--- src/hdl/eeb_pkg.sv ---
package eeb_pkg;

  // width of every field on the ports
  localparam int unsigned FIELD_W = 32;

  // controller -> datapath commands
  typedef struct packed {
    logic load;      // take operands, seed coefficient pairs
    logic div_init;  // clear divider, load dividend
    logic div_step;  // one restoring divide bit
    logic update;    // rotate remainders and coefficient pairs
    logic out_load;  // capture result into output register
  } cmd_t;

  // datapath -> controller status
  typedef struct packed {
    logic rem_lo_zero;
  } sts_t;

endpackage

--- src/hdl/eeb_dp.sv ---
module eeb_dp import eeb_pkg::*; #(
  parameter int unsigned DATA_WIDTH = 32
) (
  input  logic                  clk,
  input  cmd_t                  cmd,
  input  logic [DATA_WIDTH-1:0] opd_a,
  input  logic [DATA_WIDTH-1:0] opd_b,
  output sts_t                  sts,
  output logic [DATA_WIDTH-1:0] res_div,
  output logic [DATA_WIDTH-1:0] res_cx,
  output logic [DATA_WIDTH-1:0] res_cy
);

  logic [DATA_WIDTH-1:0] rem_hi_r, rem_lo_r;
  logic [DATA_WIDTH-1:0] cx_cur_r, cy_cur_r, cx_nxt_r, cy_nxt_r;
  logic [DATA_WIDTH-1:0] part_r, dvd_r;   // partial remainder, dividend shifter
  logic [DATA_WIDTH-1:0] acc_x_r, acc_y_r; // q * coeff, built MSB first
  logic [DATA_WIDTH-1:0] res_div_r, res_cx_r, res_cy_r;

  logic [DATA_WIDTH:0]   shifted, diff;
  logic                  qbit;

  // restoring divide bit: remainder < divisor keeps diff within W+1 bits
  assign shifted = {part_r, dvd_r[DATA_WIDTH-1]};
  assign diff    = shifted - {1'b0, rem_lo_r};
  assign qbit    = ~diff[DATA_WIDTH];

  always_ff @(posedge clk) begin
    if (cmd.load) begin
      rem_hi_r <= opd_a;
      rem_lo_r <= opd_b;
      cx_cur_r <= DATA_WIDTH'(1);
      cy_cur_r <= '0;
      cx_nxt_r <= '0;
      cy_nxt_r <= DATA_WIDTH'(1);
    end else if (cmd.update) begin
      rem_hi_r <= rem_lo_r;
      rem_lo_r <= part_r;
      cx_cur_r <= cx_nxt_r;
      cy_cur_r <= cy_nxt_r;
      cx_nxt_r <= cx_cur_r - acc_x_r;
      cy_nxt_r <= cy_cur_r - acc_y_r;
    end

    if (cmd.div_init) begin
      part_r  <= '0;
      dvd_r   <= rem_hi_r;
      acc_x_r <= '0;
      acc_y_r <= '0;
    end else if (cmd.div_step) begin
      part_r  <= qbit ? diff[DATA_WIDTH-1:0] : shifted[DATA_WIDTH-1:0];
      dvd_r   <= {dvd_r[DATA_WIDTH-2:0], 1'b0};
      // Horner form of q * coeff, wraps mod 2^W
      acc_x_r <= {acc_x_r[DATA_WIDTH-2:0], 1'b0} + (qbit ? cx_nxt_r : '0);
      acc_y_r <= {acc_y_r[DATA_WIDTH-2:0], 1'b0} + (qbit ? cy_nxt_r : '0);
    end

    if (cmd.out_load) begin
      res_div_r <= rem_hi_r;
      res_cx_r  <= cx_cur_r;
      res_cy_r  <= cy_cur_r;
    end
  end

  assign sts.rem_lo_zero = (rem_lo_r == '0);
  assign res_div = res_div_r;
  assign res_cx  = res_cx_r;
  assign res_cy  = res_cy_r;

endmodule

--- src/hdl/eeb_ctrl.sv ---
module eeb_ctrl import eeb_pkg::*; #(
  parameter int unsigned DATA_WIDTH = 32
) (
  input  logic clk,
  input  logic rst_n,
  input  logic in_valid,
  output logic in_stall,
  output logic out_valid,
  input  logic out_stall,
  input  sts_t sts,
  output cmd_t cmd
);

  localparam int unsigned CNT_W = $clog2(DATA_WIDTH);

  localparam logic [2:0] ST_IDLE  = 3'd0;
  localparam logic [2:0] ST_CHECK = 3'd1;
  localparam logic [2:0] ST_DIV   = 3'd2;
  localparam logic [2:0] ST_UPD   = 3'd3;
  localparam logic [2:0] ST_FIN   = 3'd4;

  logic [2:0]       state_r, state_nxt;
  logic [CNT_W-1:0] cnt_r, cnt_nxt;
  logic             out_valid_r, out_valid_nxt;
  logic             out_free;

  assign out_free = ~out_valid_r | ~out_stall;

  always_comb begin
    state_nxt = state_r;
    cnt_nxt   = cnt_r;
    cmd       = '0;
    unique case (state_r)
      ST_IDLE: begin
        if (in_valid) begin
          cmd.load  = 1'b1;
          state_nxt = ST_CHECK;
        end
      end
      ST_CHECK: begin
        if (sts.rem_lo_zero) begin
          state_nxt = ST_FIN;
        end else begin
          cmd.div_init = 1'b1;
          cnt_nxt      = '0;
          state_nxt    = ST_DIV;
        end
      end
      ST_DIV: begin
        cmd.div_step = 1'b1;
        cnt_nxt      = cnt_r + 1'b1;
        if (cnt_r == CNT_W'(DATA_WIDTH - 1)) state_nxt = ST_UPD;
      end
      ST_UPD: begin
        cmd.update = 1'b1;
        state_nxt  = ST_CHECK;
      end
      ST_FIN: begin
        if (out_free) begin
          cmd.out_load = 1'b1;
          state_nxt    = ST_IDLE;
        end
      end
      default: state_nxt = ST_IDLE;
    endcase
  end

  always_comb begin
    priority if (cmd.out_load) out_valid_nxt = 1'b1;
    else if (!out_stall)       out_valid_nxt = 1'b0;
    else                       out_valid_nxt = out_valid_r;
  end

  always_ff @(posedge clk) begin
    if (!rst_n) begin
      state_r     <= ST_IDLE;
      cnt_r       <= '0;
      out_valid_r <= 1'b0;
    end else begin
      state_r     <= state_nxt;
      cnt_r       <= cnt_nxt;
      out_valid_r <= out_valid_nxt;
    end
  end

  assign in_stall  = (state_r != ST_IDLE);
  assign out_valid = out_valid_r;

endmodule

--- src/hdl/extended_euclid_bezout_32_core.sv ---
// Each Euclid step is a bit-serial restoring divide between a check state and an update state.
// The divider loop is shared, so a new transaction is taken only after the result is loaded.
// The result sits in an output register, so a new input is taken while it waits.
// Reset (rst_n, synchronous, active low) clears the controller and out_valid.
module extended_euclid_bezout_32_core import eeb_pkg::*; #(
  parameter int unsigned DATA_WIDTH = 32
) (
  input  logic                      clk,
  input  logic                      rst_n,
  // input channel
  input  logic                      in_valid,
  output logic                      in_stall,
  input  logic [FIELD_W-1:0]        in_first_operand,
  input  logic [FIELD_W-1:0]        in_second_operand,
  // result channel
  output logic                      out_valid,
  input  logic                      out_stall,
  output logic [FIELD_W-1:0]        out_divisor,
  output logic signed [FIELD_W-1:0] out_coeff_first,
  output logic signed [FIELD_W-1:0] out_coeff_second
);

  cmd_t                  cmd;
  sts_t                  sts;
  logic [DATA_WIDTH-1:0] opd_a, opd_b;
  logic [DATA_WIDTH-1:0] res_div, res_cx, res_cy;

  // operands truncate or zero-extend to the arithmetic width
  assign opd_a = DATA_WIDTH'(in_first_operand);
  assign opd_b = DATA_WIDTH'(in_second_operand);

  // sequencer: check / divide / update loop, output handshake
  eeb_ctrl #(
    .DATA_WIDTH (DATA_WIDTH)
  ) u_ctrl (
    .clk       (clk),
    .rst_n     (rst_n),
    .in_valid  (in_valid),
    .in_stall  (in_stall),
    .out_valid (out_valid),
    .out_stall (out_stall),
    .sts       (sts),
    .cmd       (cmd)
  );

  // remainders, coefficient pairs, bit-serial divider, output register
  eeb_dp #(
    .DATA_WIDTH (DATA_WIDTH)
  ) u_dp (
    .clk     (clk),
    .cmd     (cmd),
    .opd_a   (opd_a),
    .opd_b   (opd_b),
    .sts     (sts),
    .res_div (res_div),
    .res_cx  (res_cx),
    .res_cy  (res_cy)
  );

  // results are mod 2^W values, masked to the field width
  assign out_divisor      = FIELD_W'(res_div);
  assign out_coeff_first  = $signed(FIELD_W'(res_cx));
  assign out_coeff_second = $signed(FIELD_W'(res_cy));

endmodule

--- config.mk ---
export PLATFORM = sky130hd
export DESIGN_NAME = extended_euclid_bezout_32_core
export DESIGN_NICKNAME = d
export VERILOG_FILES = /design/src/hdl/eeb_pkg.sv /design/src/hdl/eeb_dp.sv /design/src/hdl/eeb_ctrl.sv /design/src/hdl/extended_euclid_bezout_32_core.sv
export SDC_FILE = /design/constraint.sdc
export NUM_CORES = 1
export LEC_CHECK = 0
export ABC_CLOCK_PERIOD_IN_PS = 5910
export BUFFER_PORTS_ARGS = -buffer_cell sky130_fd_sc_hd__buf_2
export CAP_MARGIN = 20
export CORE_UTILIZATION = 55
export DETAILED_ROUTE_END_ITERATION = 8
export GPL_TIMING_DRIVEN = 0
export HOLD_SLACK_MARGIN = 0.12
export PLACE_DENSITY = 0.77
export SYNTH_ARGS = -nofsm -noshare
export SYNTH_HDL_FRONTEND = slang
export SYNTH_SLANG_ARGS = --single-unit
export TNS_END_PERCENT = 10
--- constraint.sdc ---
create_clock -name clk -period 5.91 [get_ports clk]
set_input_delay 0.2955 -clock clk [delete_from_list [all_inputs] [get_ports clk]]
set_output_delay 0.2955 -clock clk [all_outputs]
set_load 0.005 [all_outputs]
==> results by group <==
Pwr
  • Worst vdd ir: roughly 0.24 mV
  • Leak Pwr: approximately 0.011 uW
  • Power Dens Cells: 356 nW/um^2

Synth
  • Part of the Yosys area used for sequential elements: 45.9%
  • Synthesized area per cell: slightly below 9 sq um
  • Cell count after synthesis: 2559
  • Count of different cell masters after synthesis: 75
  • Post-synthesis net count: about 2800
  • Mapped Area: 22700 sq um
  • Post-synth EDFFs: 192
  • Most used DFF post-synth: dfxtp_1
  • Asr flop ratio synth: 0%
  • Synthesized flop and latch total: 425
  • Yosys warnings: 0

STA
  • Final hold vios: 0
  • Slew HR: 28.2%
  • Tcrit/Tclk final: about 98%
  • Clock Skew: 0.0188 ns
  • Slew Viols, Final: 0
  • Final setup viols: 0
  • Hold Slack: about 0.17 ns
  • Min Clock Period, post-route: about 5.8 ns
  • Post-route setup TNS: 0 ns
  • RSZ-0062 raised after global routing: true
  • Max Clock Freq: about 170 MHz
  • Slew @ Worst Pin: 1.08 ns

Final layout
  • Commonest cells after routing, fill and taps aside: 573 x nand2_1, 254 x a21oi_1, 233 x dfxtp_1
  • Final-stage net count: 3097
  • Commonest non-fill, non-tap cell in the layout: nand2_1
  • Ant diodes: 0
  • Fill cell count: 3288
  • Final Instance Count excl. Fillers: 3438
  • Synth-to-layout area growth: 19.2%
  • Layout cells sized above 1: around 12%

Clock network
  • Clk Latency, worst-skew pair: 0.59 ns
  • TritonCTS clock tree: yes
  • Clock sink count: between 400 and 500
  • H-Tree Level Count: 2
  • Maximum clock insertion buffer count: 3
  • Root buffer cell: clkbuf_16
  • Clk slew on worst S/H paths: 0.06 ns
  • Num CTS Buffers: 46

Placed design
  • Placed cell count: 3262
  • GP Congestion: 0.947
  • Buffers on Ports: approximately 170
  • Final HPWL DP: 48400 um

GRT
  • Most Crowded Layer GR: met2
  • GR Overflow Total: 0
  • Total GRT Usage: 31.8%
  • Vias in the first global route: 19400
  • Global routing met2 resource utilization: 51.2%
  • Met1 usage: 42.3%
  • Largest net degree at the start of global routing: 35
  • Initial antenna violation count: 3
  • Met3 usage: 4.81%
  • First-pass GRT wire length: 104000 um

Worst setup path
  • Worst path depth: 27
  • CP Class: flop to flop
  • CP max stage delay: 0.42 ns
  • Reg2Reg Capture Point: u_dp.acc_x_r[31]
  • Startpoint Class: flop
  • Required @ worst endpoint: roughly 6.4 ns
  • Number of buffers and inverters on the critical path: 3
  • Reg2reg start: u_dp.dvd_r[31]
  • R2R setup slack: 0.11 ns
  • Worst setup path endpoint: u_dp.acc_x_r[31]
  • Cell family with the largest share of critical-path delay: compound AO/OA/AOI/OAI gates
  • Most used cell along the critical path: a21oi_2
  • Worst path slowest cell: edfxtp_1
  • Crit-path max FO: 3
  • Crit. Startpoint: u_dp.dvd_r[31]
  • Worst Path Arrival: 6.32 ns
  • Worst-case reg-to-reg path depth: 27
  • CP endpoint kind: flop

Floorplanning
  • Die area: 42100 sq um
  • Initial Utilization: 55.7%
  • Die span in y: 205 um
  • Die W: 205 um
  • Core Rows: 74
  • IO Pins: roughly 170
  • CORE AREA: 40800 sq um

Routing
  • DRT Pass-1 Iters: 5
  • Drt wl/cell: 19.5 um
  • Post-route DRC violation count: 0
  • Starting DRT DRC Count: 1817
  • Antenna-violating nets left: 0
  • Via count: 20200
  • Number of vias per cell: roughly 5.9
  • Routed Wire Length: 67200 um

Min path
  • Hold Crit Class: input pin to flop
  • HP Start: in_valid

Run
  • Max Cap Viol: 0

Status
  • Outcome: finished clean
[metal layers]
metal / vias up / wire length [um]
met2: 844 / 30900
met3: 197 / 5050
li1: 9559 / -
met1: 9637 / 28500
met4: 4 / 2730
met5: - / 27
[per-stage QoR]
step | setup slack, ns | power [uW] | area (sq um) | utilization (%)
6_report | 0.110 | 9650 | 27100 | 66.4
5_1_grt | -0.121 | 10000 | 27100 | 66.4
4_1_cts | -0.0666 | 9530 | 26900 | 65.9
3_5_place_dp | -1.48 | 6370 | 24400 | 59.7
3_3_place_gp | -2.56 | 6320 | 24200 | 59.3
2_1_floorplan | 0.0495 | 5560 | 22700 | -
[timing repair]
item,4_1_cts,5_1_grt
hold buffers,63,0
setup endpoints to repair,47,17
gates resized for setup,52,37
setup buffers,20,9
pin swaps,20,30
endpoints found under the hold margin,70,0
[sequential cells by signal (all words and copies together) (netlist names)]
signal	flops
u_dp.acc_x_r	32
u_dp.acc_y_r	32
u_dp.cx_cur_r	32
u_dp.cx_nxt_r	32
u_dp.cy_cur_r	32
u_dp.cy_nxt_r	32
u_dp.dvd_r	32
u_dp.part_r	32
u_dp.rem_hi_r	32
u_dp.rem_lo_r	32
u_dp.res_cx	32
u_dp.res_cy	32
u_dp.res_div	32
u_ctrl.cnt_r	5
u_ctrl.state_r	3
u_ctrl.out_valid	1
[worst min path at each step]
| stage | end | slack (ns) | cells past startpoint |
|---|---|---|---|
| 2_1_floorplan | u_dp.res_cx[0] | 0.41 | 0 |
| 3_3_place_gp | u_dp.res_div[25] | 0.43 | 0 |
| 3_5_place_dp | u_dp.res_div[25] | 0.44 | 0 |
| 4_1_cts | u_dp.rem_hi_r[26] | 0.14 | 3 |
| 5_1_grt | u_ctrl.state_r[0] | 0.17 | 3 |
| 6_report | u_ctrl.state_r[0] | 0.17 | 3 |
[power by group]
group	internal (uW)	leakage, uW	switching (uW)
Sequential	3360	0.00369	223
Clock	1740	0.000753	1230
Combinational	1240	0.00682	1850
[area by class of cell]
| cell class | count | area, sq um | share of cell area [%] |
|---|---|---|---|
| tap | 532 | 666 | 2.46 |
| sequential | 425 | 10400 | 38.5 |
| buffer | 102 | 442 | 1.63 |
| timing repair buffer | 263 | 1820 | 6.70 |
| clock buffer | 63 | 1280 | 4.71 |
| inverter | 128 | 480 | 1.77 |
| clock inverter | 23 | 272 | 1.00 |
| multi-input combinational | 1902 | 11700 | 43.2 |
[cell usage after synthesis (all sizes together) (18+ instances only)]
cell / n / area, sq um
ha: 156 / 1950
a211oi: 18 / 145
xnor2: 74 / 648
xor2: 57 / 499
and2: 70 / 438
edfxtp: 192 / 5770
o21ai: 183 / 920
inv: 127 / 477
buf: 21 / 85.1
clkbuf: 83 / 312
a21oi: 270 / 1360
nand2b: 28 / 175
nor2: 100 / 375
a21o: 74 / 556
nand2: 573 / 2150
dfxtp: 233 / 4660
nand3: 47 / 235
[worst min-delay path: stages]
cell     delay (ns)
buf_2          0.13
or3b_2         0.22
a21oi_1        0.06
[cell families (layout without fill, tap and decap cells)]
| family | count (synthesis) | count (layout) | share of synthesized area, % |
|---|---|---|---|
| AOI/OAI and AO/OA | 696 | 696 | 18.5 |
| buffers and inverters | 232 | 579 | 3.86 |
| muxes | 5 | 5 | 0.220 |
| and+or+nand+nor | 907 | 907 | 17.3 |
| adders and majority gates | 161 | 161 | 9.03 |
| DFF | 425 | 425 | 45.9 |
| xor gates and xnor gates | 133 | 133 | 5.25 |
Power figures use the tool's default switching activity.
